--- src/rtl/core/olist_pkg.sv ---
// Operation codes shared by the ordered list engine.
package olist_pkg;

   typedef enum logic [3:0] {
      OP_APPEND     = 4'd0,
      OP_INSERT_AT  = 4'd1,
      OP_REMOVE_VAL = 4'd2,
      OP_REMOVE_AT  = 4'd3,
      OP_SEARCH     = 4'd4,
      OP_GET        = 4'd5,
      OP_ITER_RESET = 4'd6,
      OP_ITER_NEXT  = 4'd7,
      OP_CLEAR      = 4'd8
   } op_type;

   localparam int POS_WIDTH   = 5;
   localparam int COUNT_WIDTH = 5;
   localparam int VALUE_WIDTH = 32;

endpackage

--- src/rtl/core/olist_ram.sv ---
// Generic single-write, single-read RAM with registered read data.
module olist_ram #(
   parameter int WIDTH = 32,
   parameter int DEPTH = 16
) (
   input  logic                     clock,
   input  logic                     wr_en,
   input  logic [$clog2(DEPTH)-1:0] wr_addr,
   input  logic [WIDTH-1:0]         wr_data,
   input  logic                     rd_en,
   input  logic [$clog2(DEPTH)-1:0] rd_addr,
   output logic [WIDTH-1:0]         rd_data
);

   logic [WIDTH-1:0] mem_ff [DEPTH];
   logic [WIDTH-1:0] rd_data_ff;

   always_ff @(posedge clock) begin
      if (wr_en) begin
         mem_ff[wr_addr] <= wr_data;
      end
      if (rd_en) begin
         rd_data_ff <= mem_ff[rd_addr];
      end
   end

   assign rd_data = rd_data_ff;

endmodule

--- src/rtl/core/ordered_list_engine_top.sv ---
// Ordered list engine: list store in RAM walked by a small sequencer.
//
//   channel | direction | ports                                      | handshake
//   req     | in        | req_op, req_value_in, req_position          | req_valid/req_ready
//   rsp     | out       | rsp_ok, rsp_value_out, rsp_count, rsp_is_empty | rsp_valid/rsp_ready
//
// Append, clear, iterator reset and unused codes go straight to the result step; get and
// iterator next pass through a read wait step first. Search, insert at, remove at and remove
// by value walk the list through the single RAM port pair, one element per cycle.
// Reset empties the list and parks the iterator; the RAM contents are left as they are.
// A beat is taken only while the sequencer is idle; a finished result waits in the output
// register, and the sequencer holds in its last step until that register is free.
module ordered_list_engine_top
   import olist_pkg::*;
#(
   parameter int DEPTH      = 16,
   parameter int DATA_WIDTH = 32
) (
   input  logic                           clock,
   input  logic                           reset,
   input  logic                           req_valid,
   output logic                           req_ready,
   input  logic [3:0]                     req_op,
   input  logic signed [VALUE_WIDTH-1:0]  req_value_in,
   input  logic [POS_WIDTH-1:0]           req_position,
   output logic                           rsp_valid,
   input  logic                           rsp_ready,
   output logic                           rsp_ok,
   output logic signed [VALUE_WIDTH-1:0]  rsp_value_out,
   output logic [COUNT_WIDTH-1:0]         rsp_count,
   output logic                           rsp_is_empty
);

   localparam int AW   = $clog2(DEPTH);
   localparam int CW   = $clog2(DEPTH + 1);
   localparam int CMPW = (CW > POS_WIDTH) ? CW : POS_WIDTH;

   typedef enum logic [2:0] {
      ST_IDLE,
      ST_SCAN,
      ST_DOWN,
      ST_UP,
      ST_RDWAIT,
      ST_FIN
   } state_type;

   state_type              state_ff;
   logic [3:0]             op_ff;
   logic [DATA_WIDTH-1:0]  key_ff;
   logic [AW-1:0]          p_ff;
   logic [CW-1:0]          cur_ff;
   logic [CW-1:0]          rem_ff;
   logic                   pend_ff;
   logic [AW-1:0]          pwa_ff;
   logic [CW-1:0]          count_ff;
   logic [CW-1:0]          iter_ff;
   logic                   iter_act_ff;
   logic                   ok_ff;
   logic [VALUE_WIDTH-1:0] rd_ff;
   logic                   rsp_valid_ff;
   logic                   rsp_ok_ff;
   logic [VALUE_WIDTH-1:0] rsp_value_ff;
   logic [COUNT_WIDTH-1:0] rsp_count_ff;
   logic                   rsp_empty_ff;

   logic                   mem_wr_en;
   logic [AW-1:0]          mem_wr_addr;
   logic [DATA_WIDTH-1:0]  mem_wr_data;
   logic                   mem_rd_en;
   logic [AW-1:0]          mem_rd_addr;
   logic [DATA_WIDTH-1:0]  mem_rd_data;

   logic [63:0]                  vin_wide;
   logic [DATA_WIDTH-1:0]        req_key;
   logic [CMPW-1:0]              pos_ext;
   logic [CMPW-1:0]              cnt_ext;
   logic [CMPW-1:0]              cnt_next_ext;
   logic                         req_fire;
   logic                         not_full;
   logic                         pos_in_list;
   logic                         pos_insertable;
   logic                         iter_can_read;
   logic                         scan_issue;
   logic                         shift_issue;
   logic                         match;
   logic signed [DATA_WIDTH-1:0] rd_signed;
   logic signed [63:0]           rd_wide;
   logic [CW-1:0]                iter_after_drop;
   logic [CW-1:0]                iter_step;
   logic                         out_free;

   // The key is the low bits of the value, zero-extended when the word is wider than 32 bits.
   assign vin_wide       = {32'd0, req_value_in};
   assign req_key        = vin_wide[DATA_WIDTH-1:0];
   assign pos_ext        = CMPW'(req_position);
   assign cnt_ext        = CMPW'(count_ff);
   assign req_fire       = req_valid && req_ready;
   assign not_full       = count_ff < CW'(DEPTH);
   assign pos_in_list    = pos_ext < cnt_ext;
   assign pos_insertable = (pos_ext <= cnt_ext) && not_full;
   assign iter_can_read  = iter_act_ff && (iter_ff < count_ff);
   assign scan_issue     = cur_ff < count_ff;
   assign shift_issue    = rem_ff != '0;
   assign match          = mem_rd_data == key_ff;
   assign rd_signed      = mem_rd_data;
   assign rd_wide        = 64'(rd_signed);
   assign iter_after_drop = (iter_ff > CW'(p_ff)) ? iter_ff - 1'b1 : iter_ff;
   assign iter_step      = iter_ff + 1'b1;
   assign out_free       = !rsp_valid_ff || rsp_ready;
   assign cnt_next_ext   = CMPW'(count_ff);

   assign req_ready = state_ff == ST_IDLE;

   always_comb begin
      mem_wr_en   = 1'b0;
      mem_wr_addr = pwa_ff;
      mem_wr_data = mem_rd_data;
      mem_rd_en   = 1'b0;
      mem_rd_addr = cur_ff[AW-1:0];
      unique case (state_ff)
         ST_IDLE: begin
            if (req_valid) begin
               if (req_op == OP_APPEND && not_full) begin
                  mem_wr_en   = 1'b1;
                  mem_wr_addr = count_ff[AW-1:0];
                  mem_wr_data = req_key;
               end else if (req_op == OP_GET && pos_in_list) begin
                  mem_rd_en   = 1'b1;
                  mem_rd_addr = pos_ext[AW-1:0];
               end else if (req_op == OP_ITER_NEXT && iter_can_read) begin
                  mem_rd_en   = 1'b1;
                  mem_rd_addr = iter_ff[AW-1:0];
               end
            end
         end
         ST_SCAN: begin
            mem_rd_en = scan_issue;
         end
         ST_DOWN: begin
            mem_rd_en = shift_issue;
            mem_wr_en = pend_ff;
         end
         ST_UP: begin
            mem_rd_en = shift_issue;
            if (pend_ff) begin
               mem_wr_en = 1'b1;
            end else if (!shift_issue) begin
               // Shift is done: the new element lands in the opened slot.
               mem_wr_en   = 1'b1;
               mem_wr_addr = p_ff;
               mem_wr_data = key_ff;
            end
         end
         ST_RDWAIT, ST_FIN: begin
         end
         default: begin
         end
      endcase
   end

   olist_ram #(
      .WIDTH (DATA_WIDTH),
      .DEPTH (DEPTH)
   ) u_store (
      .clock   (clock),
      .wr_en   (mem_wr_en),
      .wr_addr (mem_wr_addr),
      .wr_data (mem_wr_data),
      .rd_en   (mem_rd_en),
      .rd_addr (mem_rd_addr),
      .rd_data (mem_rd_data)
   );

   always_ff @(posedge clock) begin
      if (reset) begin
         state_ff     <= ST_IDLE;
         count_ff     <= '0;
         iter_ff      <= '0;
         iter_act_ff  <= 1'b0;
         pend_ff      <= 1'b0;
         rsp_valid_ff <= 1'b0;
      end else begin
         if (rsp_valid_ff && rsp_ready) begin
            rsp_valid_ff <= 1'b0;
         end
         unique case (state_ff)
            ST_IDLE: begin
               if (req_fire) begin
                  op_ff   <= req_op;
                  key_ff  <= req_key;
                  p_ff    <= pos_ext[AW-1:0];
                  ok_ff   <= 1'b0;
                  rd_ff   <= '0;
                  pend_ff <= 1'b0;
                  state_ff <= ST_FIN;
                  unique case (req_op)
                     OP_APPEND: begin
                        if (not_full) begin
                           count_ff <= count_ff + 1'b1;
                           ok_ff    <= 1'b1;
                        end
                     end
                     OP_INSERT_AT: begin
                        if (pos_insertable) begin
                           cur_ff   <= count_ff - 1'b1;
                           rem_ff   <= count_ff - CW'(pos_ext);
                           state_ff <= ST_UP;
                        end
                     end
                     OP_REMOVE_VAL, OP_SEARCH: begin
                        cur_ff   <= '0;
                        state_ff <= ST_SCAN;
                     end
                     OP_REMOVE_AT: begin
                        if (pos_in_list) begin
                           cur_ff   <= CW'(pos_ext) + 1'b1;
                           rem_ff   <= count_ff - 1'b1 - CW'(pos_ext);
                           state_ff <= ST_DOWN;
                        end
                     end
                     OP_GET: begin
                        if (pos_in_list) begin
                           state_ff <= ST_RDWAIT;
                        end
                     end
                     OP_ITER_RESET: begin
                        iter_ff     <= '0;
                        iter_act_ff <= count_ff != '0;
                        ok_ff       <= 1'b1;
                     end
                     OP_ITER_NEXT: begin
                        if (iter_can_read) begin
                           iter_ff     <= iter_step;
                           iter_act_ff <= iter_step < count_ff;
                           state_ff    <= ST_RDWAIT;
                        end
                     end
                     OP_CLEAR: begin
                        count_ff    <= '0;
                        iter_ff     <= '0;
                        iter_act_ff <= 1'b0;
                        ok_ff       <= 1'b1;
                     end
                     default: begin
                     end
                  endcase
               end
            end
            ST_SCAN: begin
               // Reads run one ahead of the compare; the compare sees last cycle's read.
               pend_ff <= scan_issue;
               if (scan_issue) begin
                  cur_ff <= cur_ff + 1'b1;
                  pwa_ff <= cur_ff[AW-1:0];
               end
               if (pend_ff && match) begin
                  if (op_ff == OP_SEARCH) begin
                     ok_ff    <= 1'b1;
                     state_ff <= ST_FIN;
                  end else begin
                     p_ff     <= pwa_ff;
                     cur_ff   <= CW'(pwa_ff) + 1'b1;
                     rem_ff   <= count_ff - 1'b1 - CW'(pwa_ff);
                     pend_ff  <= 1'b0;
                     state_ff <= ST_DOWN;
                  end
               end else if (!scan_issue && !pend_ff) begin
                  state_ff <= ST_FIN;
               end
            end
            ST_DOWN: begin
               pend_ff <= shift_issue;
               if (shift_issue) begin
                  cur_ff <= cur_ff + 1'b1;
                  rem_ff <= rem_ff - 1'b1;
                  pwa_ff <= AW'(cur_ff - 1'b1);
               end else if (!pend_ff) begin
                  count_ff <= count_ff - 1'b1;
                  if (iter_act_ff) begin
                     iter_ff     <= iter_after_drop;
                     iter_act_ff <= iter_after_drop < (count_ff - 1'b1);
                  end
                  ok_ff    <= 1'b1;
                  state_ff <= ST_FIN;
               end
            end
            ST_UP: begin
               pend_ff <= shift_issue;
               if (shift_issue) begin
                  cur_ff <= cur_ff - 1'b1;
                  rem_ff <= rem_ff - 1'b1;
                  pwa_ff <= AW'(cur_ff + 1'b1);
               end else if (!pend_ff) begin
                  count_ff <= count_ff + 1'b1;
                  if (iter_act_ff && iter_ff >= CW'(p_ff)) begin
                     iter_ff <= iter_step;
                  end
                  ok_ff    <= 1'b1;
                  state_ff <= ST_FIN;
               end
            end
            ST_RDWAIT: begin
               rd_ff    <= rd_wide[VALUE_WIDTH-1:0];
               ok_ff    <= 1'b1;
               state_ff <= ST_FIN;
            end
            ST_FIN: begin
               if (out_free) begin
                  rsp_valid_ff <= 1'b1;
                  rsp_ok_ff    <= ok_ff;
                  rsp_value_ff <= rd_ff;
                  rsp_count_ff <= cnt_next_ext[COUNT_WIDTH-1:0];
                  rsp_empty_ff <= count_ff == '0;
                  state_ff     <= ST_IDLE;
               end
            end
            default: begin
               state_ff <= ST_IDLE;
            end
         endcase
      end
   end

   assign rsp_valid     = rsp_valid_ff;
   assign rsp_ok        = rsp_ok_ff;
   assign rsp_value_out = rsp_value_ff;
   assign rsp_count     = rsp_count_ff;
   assign rsp_is_empty  = rsp_empty_ff;

`ifndef SYNTHESIS
   a_count_bound: assert property (@(posedge clock) disable iff (reset)
      count_ff <= CW'(DEPTH))
      else $error("element count exceeds depth");

   a_iter_in_list: assert property (@(posedge clock) disable iff (reset)
      iter_act_ff |-> (iter_ff < count_ff))
      else $error("active iterator points past the last element");

   a_busy_after_beat: assert property (@(posedge clock) disable iff (reset)
      req_fire |=> !req_ready)
      else $error("request taken while the previous one is still in work");

   a_no_write_when_waiting: assert property (@(posedge clock) disable iff (reset)
      (state_ff == ST_FIN || state_ff == ST_RDWAIT) |-> !mem_wr_en)
      else $error("store written outside a shift or append step");
`endif

endmodule
--- config.mk ---
export PLATFORM = sky130hd
export DESIGN_NAME = ordered_list_engine_top
export DESIGN_NICKNAME = d
export VERILOG_FILES = /design/src/rtl/core/olist_pkg.sv /design/src/rtl/core/olist_ram.sv /design/src/rtl/core/ordered_list_engine_top.sv
export SDC_FILE = /design/constraint.sdc
export NUM_CORES = 1
export LEC_CHECK = 0
export BUFFER_PORTS_ARGS = -buffer_cell sky130_fd_sc_hd__buf_2
export CORE_MARGIN = 3
export CORE_UTILIZATION = 56
export DETAILED_ROUTE_END_ITERATION = 10
export PLACE_DENSITY_LB_ADDON = 0.12
export SYNTH_ARGS = -nofsm -noshare
export SYNTH_HDL_FRONTEND = slang
export SYNTH_SLANG_ARGS = --single-unit
--- constraint.sdc ---
create_clock -name clock -period 3.9 [get_ports clock]
set_input_delay 0.39 -clock clock [delete_from_list [all_inputs] [get_ports clock]]
set_output_delay 0.39 -clock clock [all_outputs]
set_load 0.05 [all_outputs]
==> results of run 1 <==
[cells by family after synthesis]
family	count (synthesis)
and+or+nand+nor	348
muxes	151
xor gates and xnor gates	70
AOI/OAI and AO/OA	257
DFF	686
adders and majority gates	46
buffers and inverters	125
[metrics by stage]
stage	setup TNS [ns]	instances	hold WS, ns	power (uW)
2_1_floorplan	-144.48	1683	0.4003	10310
3_3_place_gp	0	2455	0.4019	11020
3_5_place_dp	0	2455	0.4045	11060
4_1_cts	0	2611	0.003102	17740
5_1_grt	0	2611	0.009951	18230
6_report	0	2611	0.02390	17640
[timing repair]
item                                    CTS  global route
endpoints found under the hold margin    27             0
hold buffers                             27             0
endpoints found under the setup margin    0             0
[worst register-to-register path, cell delays in order, from the launching register on]
cell     delay [ns]
dfxtp_1        0.39
inv_1          0.08
ha_1           0.29
a21o_1         0.18
a31oi_1        0.19
o21ai_0        0.21
o22a_1         0.32
a22oi_4        0.23
buf_12         0.24
buf_12         0.26
mux4_1         0.59
a22oi_1        0.24
nand2_1        0.09
[final cells by class]
type | count | share of cell area (%)
inverter | 36 | 0.4025
clock buffer | 93 | 5.821
tap | 672 | 2.504
multi-input combinational | 872 | 23.83
sequential | 686 | 60.89
timing repair buffer | 216 | 5.516
clock inverter | 36 | 1.036
[layer usage]
metal,wire length [um],track usage (%),up-vias
met2,34600,42.47,828
met3,6381,5.793,144
met1,30370,40.34,8504
met5,0,0,-
li1,-,-,7123
met4,2112,8.627,0
[state kept, by name, summed over array words and instances, names as in the netlist]
| register | count |
|---|---|
| u_store.rd_data | 32 |
| iter_act_ff | 1 |
| iter_ff | 5 |
| pend_ff | 1 |
| state_ff | 3 |
| pwa_ff | 4 |
| cnt_ext | 5 |
| rsp_ok | 1 |
| ok_ff | 1 |
| u_store.mem_ff | 512 |
| p_ff | 4 |
| rsp_value_out | 32 |
| cur_ff | 5 |
| rsp_count | 5 |
| op_ff | 4 |
| key_ff | 32 |
| rsp_valid | 1 |
| rem_ff | 5 |
| rd_ff | 32 |
| rsp_is_empty | 1 |
[power by group through the flow]
| stage | combinational, uW | clock, uW | sequential (uW) |
|---|---|---|---|
| 2_1_floorplan | 1530 | 0 | 8780 |
| 3_3_place_gp | 2260 | 0 | 8760 |
| 3_5_place_dp | 2290 | 0 | 8770 |
| 4_1_cts | 2320 | 6800 | 8610 |
| 5_1_grt | 2510 | 7100 | 8630 |
| 6_report | 2330 | 6700 | 8620 |
[final timing paths]
path                   startpoint  depth (start not counted)                  end
setup / recovery       cnt_ext[2]                         12  u_store.rd_data[10]
hold reg to reg          rd_ff[8]                          0     rsp_value_out[8]
setup reg to reg       cnt_ext[2]                         12  u_store.rd_data[10]
hold / removal    req_value_in[4]                          1            key_ff[4]
[placed cells by master (no fill, tap or decap), types with 17 or more instances in the layout]
cell           count
mux2i_1           24
xnor2_1           27
and3_1            35
clkbuf_16         75
nand2_1          145
ha_1              43
edfxtp_1         670
nor2_4            23
xor2_1            43
buf_12            30
nand2b_1          18
nand3_1           20
a22oi_1          100
buf_2             85
nor3_1            21
nor2_1            40
dlygate4sd3_1     27
a21oi_1           39
o21ai_0           38
inv_1             36
mux4_2            94
buf_4             74
mux4_1            30
clkbuf_1          17
==> results.py, run 1 <==
metrics = {
    "logic_synthesis": {
        "yosys-top-cells-area": "edfxtp_1, mux4_2, mux4_1, a22oi_1, nand2_1",
        "synth.area.mux_share_pct": 10.95,
        "syn_inst": 1683,
        "synth-simple-area-share_pct": 5.591,
        "yosysMostFrequentCell": "edfxtp_1",
        "synthFlopType": "edfxtp_1",
        "yosys.area.top_type_share_pct": 69.32,
        "async_flop_share_pct": 0,
        "synth_top_area_cell": "edfxtp_1",
        "synth_compound_area_share_pct": 6.130,
        "syn_avg_cell_area_um2": 17.25,
        "ys_warn_count": 0,
        "ys_ff_latch": 686,
        "syn_area_um2": 29020,
        "netlist_top_cells_count": "edfxtp_1, nand2_1, a22oi_1",
        "synth_xor_xnor_area_share_pct": 2.112,
        "yosysUniqueCellTypes": 67,
        "synth_edf_count": 670,
        "synth_fa_ha_area_share_pct": 2.061,
        "synth_top_family_by_area": "multiplexers",
        "ys_seq_area_share_pct": 70.42,
        "synth_nets": 1774,
    },
    "power_and_ir_drop": {
        "p_comb_share_pct": 13.2,
        "peakVddDrop_v": 0.0003458,
        "intPower_uw": 13300,
        "p_sw_uw": 4338,
        "seq_power_share_pct": 48.8,
        "power-per-cell-area_nw_per_um2": 525.5,
        "switching_share_pct": 24.59,
        "p_leak_uw": 0.01165,
        "p_clk_share_pct": 38.0,
    },
    "setup_path": {
        "crit_arrival_ns": 3.90,
        "cpMostUsedCell": "buf_12",
        "max_stage_delay_ns": 0.59,
        "regToRegSetupSlack_ns": 0.35,
        "path_cells": "inv_1, ha_1, a21o_1, a31oi_1, o21ai_0, o22a_1, a22oi_4, buf_12, buf_12, mux4_1, a22oi_1, nand2_1",
        "crit_type": "register to register",
        "critPathSlowestCell": "mux4_1",
        "critPathRequiredTime_ns": 4.25,
        "worst-path-buf-inv": 3,
        "endpoint_kind": "register",
        "worstSetupStartpointType": "register",
        "cp_max_fo": 21,
        "cp_top_family": "compound AO/OA/AOI/OAI gates",
    },
    "finish": {
        "syn_to_final_growth_pct": 15.67,
        "drive_gt1_share_pct": 21.87,
        "fin_area_um2": 33570,
        "multiInputGateArea_um2": 8001,
        "n_antenna_cell": 0,
        "seq_area_um2": 20440,
        "fillCellCount": 3429,
        "layout.nets": 1973,
        "fin_util_pct": 66.24,
    },
    "floorplanning": {
        "fp.dieW_um": 233.7,
        "fp-row-count": 82,
        "die_height_um": 233.7,
        "core-area_um2": 50680,
        "start_util_pct": 57.27,
        "io-pin-count": 86,
        "dieArea_um2": 54600,
    },
    "placed_design": {
        "pre_cts_slack_ns": 0.2094,
        "dp_hpwl_um": 43630,
        "io_buffers": 85,
        "place_congestion": 0.8555,
        "placed_cell_area_um2": 31000,
    },
    "routing": {
        "viasPerCell": 6.357,
        "drc": 0,
        "wl_um": 73460,
        "ant_nets": 0,
        "dr.pass1.iters": 5,
        "vias": 16600,
        "drt_iter0_drc": 2081,
        "wire_per_inst_um": 28.14,
    },
    "clock_tree": {
        "cts_setup_buffers": 0,
        "cts_root_buffer": "clkbuf_16",
        "cts.htree.levels": 3,
        "numClockSinks": 686,
        "clk_pin_slew_ns": 0.06,
        "cts_buffer_depth": 3,
        "cts_tree": "built",
        "cts_resized": 0,
        "clock_latency_ns": 0.61,
        "numCtsBuffers": 70,
    },
    "global_route": {
        "grt_use_total_pct": 27.64,
        "antenna_found_initial": 1,
        "grt_pass1_wl_um": 107800,
        "grt_max_degree": 57,
        "grt-ovfl-total": 0,
        "grt_pass1_vias": 16400,
    },
    "timing": {
        "worst_slack_ns": 0.3527,
        "worst_pin_slew_ns": 0.9065,
        "final.period_utilization_pct": 90.96,
        "finalCriticalPeriod_ns": 3.547,
        "clock_skew_ns": 0.01588,
        "fmax_mhz": 281.9,
        "rsz0062_at_grt": "no",
        "finalMaxSlewViolations": 0,
        "hold_viol": 0,
        "relSlewSlack_pct": 39.42,
        "setup_viol": 0,
    },
    "flow_run": {
        "cap_violations": 0,
    },
    "worst_hold_path": {
        "hold_class": "input port to register",
    },
    "outcome": {
        "status": "finished, final reports clean",
    },
}
Power figures use the tool's default switching activity.
==> inputs of run 2 (changes only) <==
--- a/config.mk
+++ b/config.mk
@@ -5,9 +5,10 @@
 export SDC_FILE = /design/constraint.sdc
 export NUM_CORES = 1
 export LEC_CHECK = 0
+export ABC_AREA = 1
 export BUFFER_PORTS_ARGS = -buffer_cell sky130_fd_sc_hd__buf_2
 export CORE_MARGIN = 3
-export CORE_UTILIZATION = 56
+export CORE_UTILIZATION = 57
 export DETAILED_ROUTE_END_ITERATION = 10
 export PLACE_DENSITY_LB_ADDON = 0.12
 export SYNTH_ARGS = -nofsm -noshare
==> run 2 against run 1 <==
First-iteration DRC count rose by 26%. Global-route usage grew 2.1 points. Clock skew grew 0.012 ns. Critical path depth increased by 1. Non-clock buffer count rose by 6. Sequential cell count is the same. Synthesized cell count increased by 82%. Critical path type unchanged.
==> results.py, run 2 <==
metrics = {
    "outcome": {
        "status": "finished, final reports clean",
    },
    "routing": {
        "wire_per_inst_um": 22.10,
        "vias": 23340,
        "ant_nets": 0,
        "dr.pass1.iters": 8,
        "drc": 0,
        "drt_iter0_drc": 2632,
        "wl_um": 88320,
        "viasPerCell": 5.840,
    },
    "floorplanning": {
        "start_util_pct": 57.81,
        "dieArea_um2": 58970,
        "fp.dieW_um": 242.8,
        "core-area_um2": 55310,
        "io-pin-count": 86,
        "die_height_um": 242.8,
        "fp-row-count": 86,
    },
    "finish": {
        "n_antenna_cell": 0,
        "final_common_cell": "edfxtp_1",
        "largest_reg_flops": 512,
        "regMostFlops": "u_store.mem_ff",
        "drive_gt1_share_pct": 10.62,
        "layout_common_cells": "edfxtp_1, nand2_1, nand3_1, inv_1, nand3b_1",
        "layout.nets": 3286,
        "fin_util_pct": 66.35,
        "syn_to_final_growth_pct": 14.77,
    },
    "clock_tree": {
        "clk_pin_slew_ns": 0.06,
        "cts.htree.levels": 3,
        "cts_root_buffer": "clkbuf_16",
        "cts_setup_buffers": 0,
        "numCtsBuffers": 74,
        "cts_buffer_depth": 3,
        "numClockSinks": 686,
        "cts_resized": 0,
        "clock_latency_ns": 0.63,
        "cts_tree": "built",
    },
    "setup_path": {
        "endpoint_kind": "register",
        "cp_top_family": "simple AND/OR/NAND/NOR gates",
        "cpMostUsedCell": "inv_1",
        "path_cells": "inv_1, ha_1, inv_1, nor3_1, nand2_1, inv_1, nand2_2, buf_4, nand2_1, a21oi_1, nand3_1, nor2_4, buf_12",
        "cp_max_fo": 55,
        "crit_arrival_ns": 3.89,
        "worst-path-buf-inv": 5,
        "critPathRequiredTime_ns": 4.20,
        "max_stage_delay_ns": 0.47,
        "critPathSlowestCell": "nor2_4",
        "crit_type": "register to register",
        "worstSetupStartpointType": "register",
    },
    "placed_design": {
        "dp_hpwl_um": 53610,
        "pre_cts_slack_ns": 0.2632,
        "io_buffers": 85,
        "place_congestion": 0.9164,
    },
    "timing": {
        "fmax_mhz": 278.0,
        "relSlewSlack_pct": 12.11,
        "hold_viol": 0,
        "whs_ns": 0.03828,
        "final.period_utilization_pct": 92.22,
        "tns_ns": 0,
        "worst_slack_ns": 0.3033,
        "clock_skew_ns": 0.02803,
        "setup_viol": 0,
        "worst_pin_slew_ns": 1.313,
        "rsz0062_at_grt": "no",
        "finalMaxSlewViolations": 0,
        "finalCriticalPeriod_ns": 3.597,
    },
    "logic_synthesis": {
        "syn_avg_cell_area_um2": 10.47,
        "ys_seq_area_share_pct": 63.93,
        "yosysMostFrequentCell": "edfxtp_1",
        "ys_ff_latch": 686,
        "synth_top_area_cell": "edfxtp_1",
        "synth_nets": 3146,
        "async_flop_share_pct": 0,
        "synth_edf_count": 670,
        "yosys-top-cells-area": "edfxtp_1, nand3_1, nand2_1, inv_1, nand3b_1",
        "synth_xor_xnor_area_share_pct": 1.205,
        "yosys.area.top_type_share_pct": 62.93,
        "syn_area_um2": 31970,
        "yosysUniqueCellTypes": 48,
        "ys_warn_count": 0,
        "syn_inst": 3055,
        "netlist_top_cells_count": "edfxtp_1, nand2_1, nand3_1",
        "synthFlopType": "edfxtp_1",
        "synth_compound_area_share_pct": 4.144,
        "synth_fa_ha_area_share_pct": 1.871,
        "synth.area.mux_share_pct": 0.03131,
        "synth_top_family_by_area": "simple AND/OR/NAND/NOR gates",
        "synth-simple-area-share_pct": 21.68,
    },
    "worst_hold_path": {
        "hold_class": "input port to register",
    },
    "global_route": {
        "grt-ovfl-total": 0,
        "grtUsageMet3_pct": 5.678,
        "grt_max_degree": 99,
        "grt.busiest_layer": "met2",
        "grt_pass1_wl_um": 134500,
        "grt_pass1_vias": 22600,
        "grt_use_met1_pct": 43.81,
        "gr-usage-met2_pct": 45.55,
        "antenna_found_initial": 2,
        "grt_use_total_pct": 29.79,
    },
    "flow_run": {
        "cap_violations": 0,
    },
    "power_and_ir_drop": {
        "power_uw": 24060,
        "power-per-cell-area_nw_per_um2": 655.7,
        "p_leak_uw": 0.01465,
        "peakVddDrop_v": 0.0003847,
    },
}
[run 2: changes by cell type in the layout (fill, tap and decap cells not counted), moves of 32 or more]
cell	previous run	this run
a21oi_1	39	71
nand3_1	20	561
nand2_1	145	603
nor2_1	40	109
and3_1	35	0
o21ai_0	38	79
mux4_2	94	0
nand3b_1	3	139
inv_1	36	402
a22oi_1	100	3
[run 2: path summary, 6_finish.rpt]
kind | startpoint | endpoint | slack, ns | depth (start not counted)
worst max-delay path | rem_ff[0] | u_store.mem_ff[14][17] | 0.30 | 13
worst min-delay path | req_op[1] | op_ff[1] | 0.04 | 1
worst max register to register | rem_ff[0] | u_store.mem_ff[14][17] | 0.30 | 13
worst min register to register | rd_ff[13] | rsp_value_out[13] | 0.42 | 0
[run 2: worst reg2reg max path, cell delays in order (launching register included)]
cell and delay (ns):
edfxtp_1 0.36, inv_1 0.07, ha_1 0.23, inv_1 0.07
nor3_1 0.05, nand2_1 0.15, inv_1 0.10, nand2_2 0.12
buf_4 0.46, nand2_1 0.10, a21oi_1 0.38, nand3_1 0.46
nor2_4 0.47, buf_12 0.25
[run 2: stage by stage]
stage | cell area [um2] | std cells
global route | 36700 | 3996
CTS | 36670 | 3992
floorplan | 31970 | 3055
finish | 36700 | 3996
detailed placement | 34010 | 3830
global placement | 34010 | 3830
[run 2: logic make-up after synthesis]
family          count (synthesis)
flops                         686
buf+inv                       572
xor+xnor                       44
fa+ha+maj                      46
mux                             1
simple gates                 1481
compound gates                225
[run 2: repair_timing]
item / 4_1_cts / 5_1_grt
hold buffers: 33 / 0
setup endpoints to repair: 0 / 28
hold endpoints to repair: 33 / 0
[run 2: layer usage]
metal	up-vias	part of all wire (%)
li1	10760	-
met3	169	9.8
met1	11190	43
met2	1217	45
met4	0	2.4
met5	-	0
[run 2: power breakdown]
group / total (uW) / leakage, uW / internal, uW / switching, uW
clock: 6820 / 0.00113 / 3940 / 2890
combinational: 7670 / 0.00731 / 2320 / 5350
sequential: 9570 / 0.00620 / 9180 / 392
total: 24100 / 0.0146 / 15400 / 8630
[run 2: layout make-up]
class,count,area [um2]
inverters,413,1550
clock inverters,43,406.6
well taps,748,935.9
flip-flops and latches,686,20440
clock buffers,86,1918
repair buffers,222,1987
multi-input cells,1798,9459
fillers,4237,18610
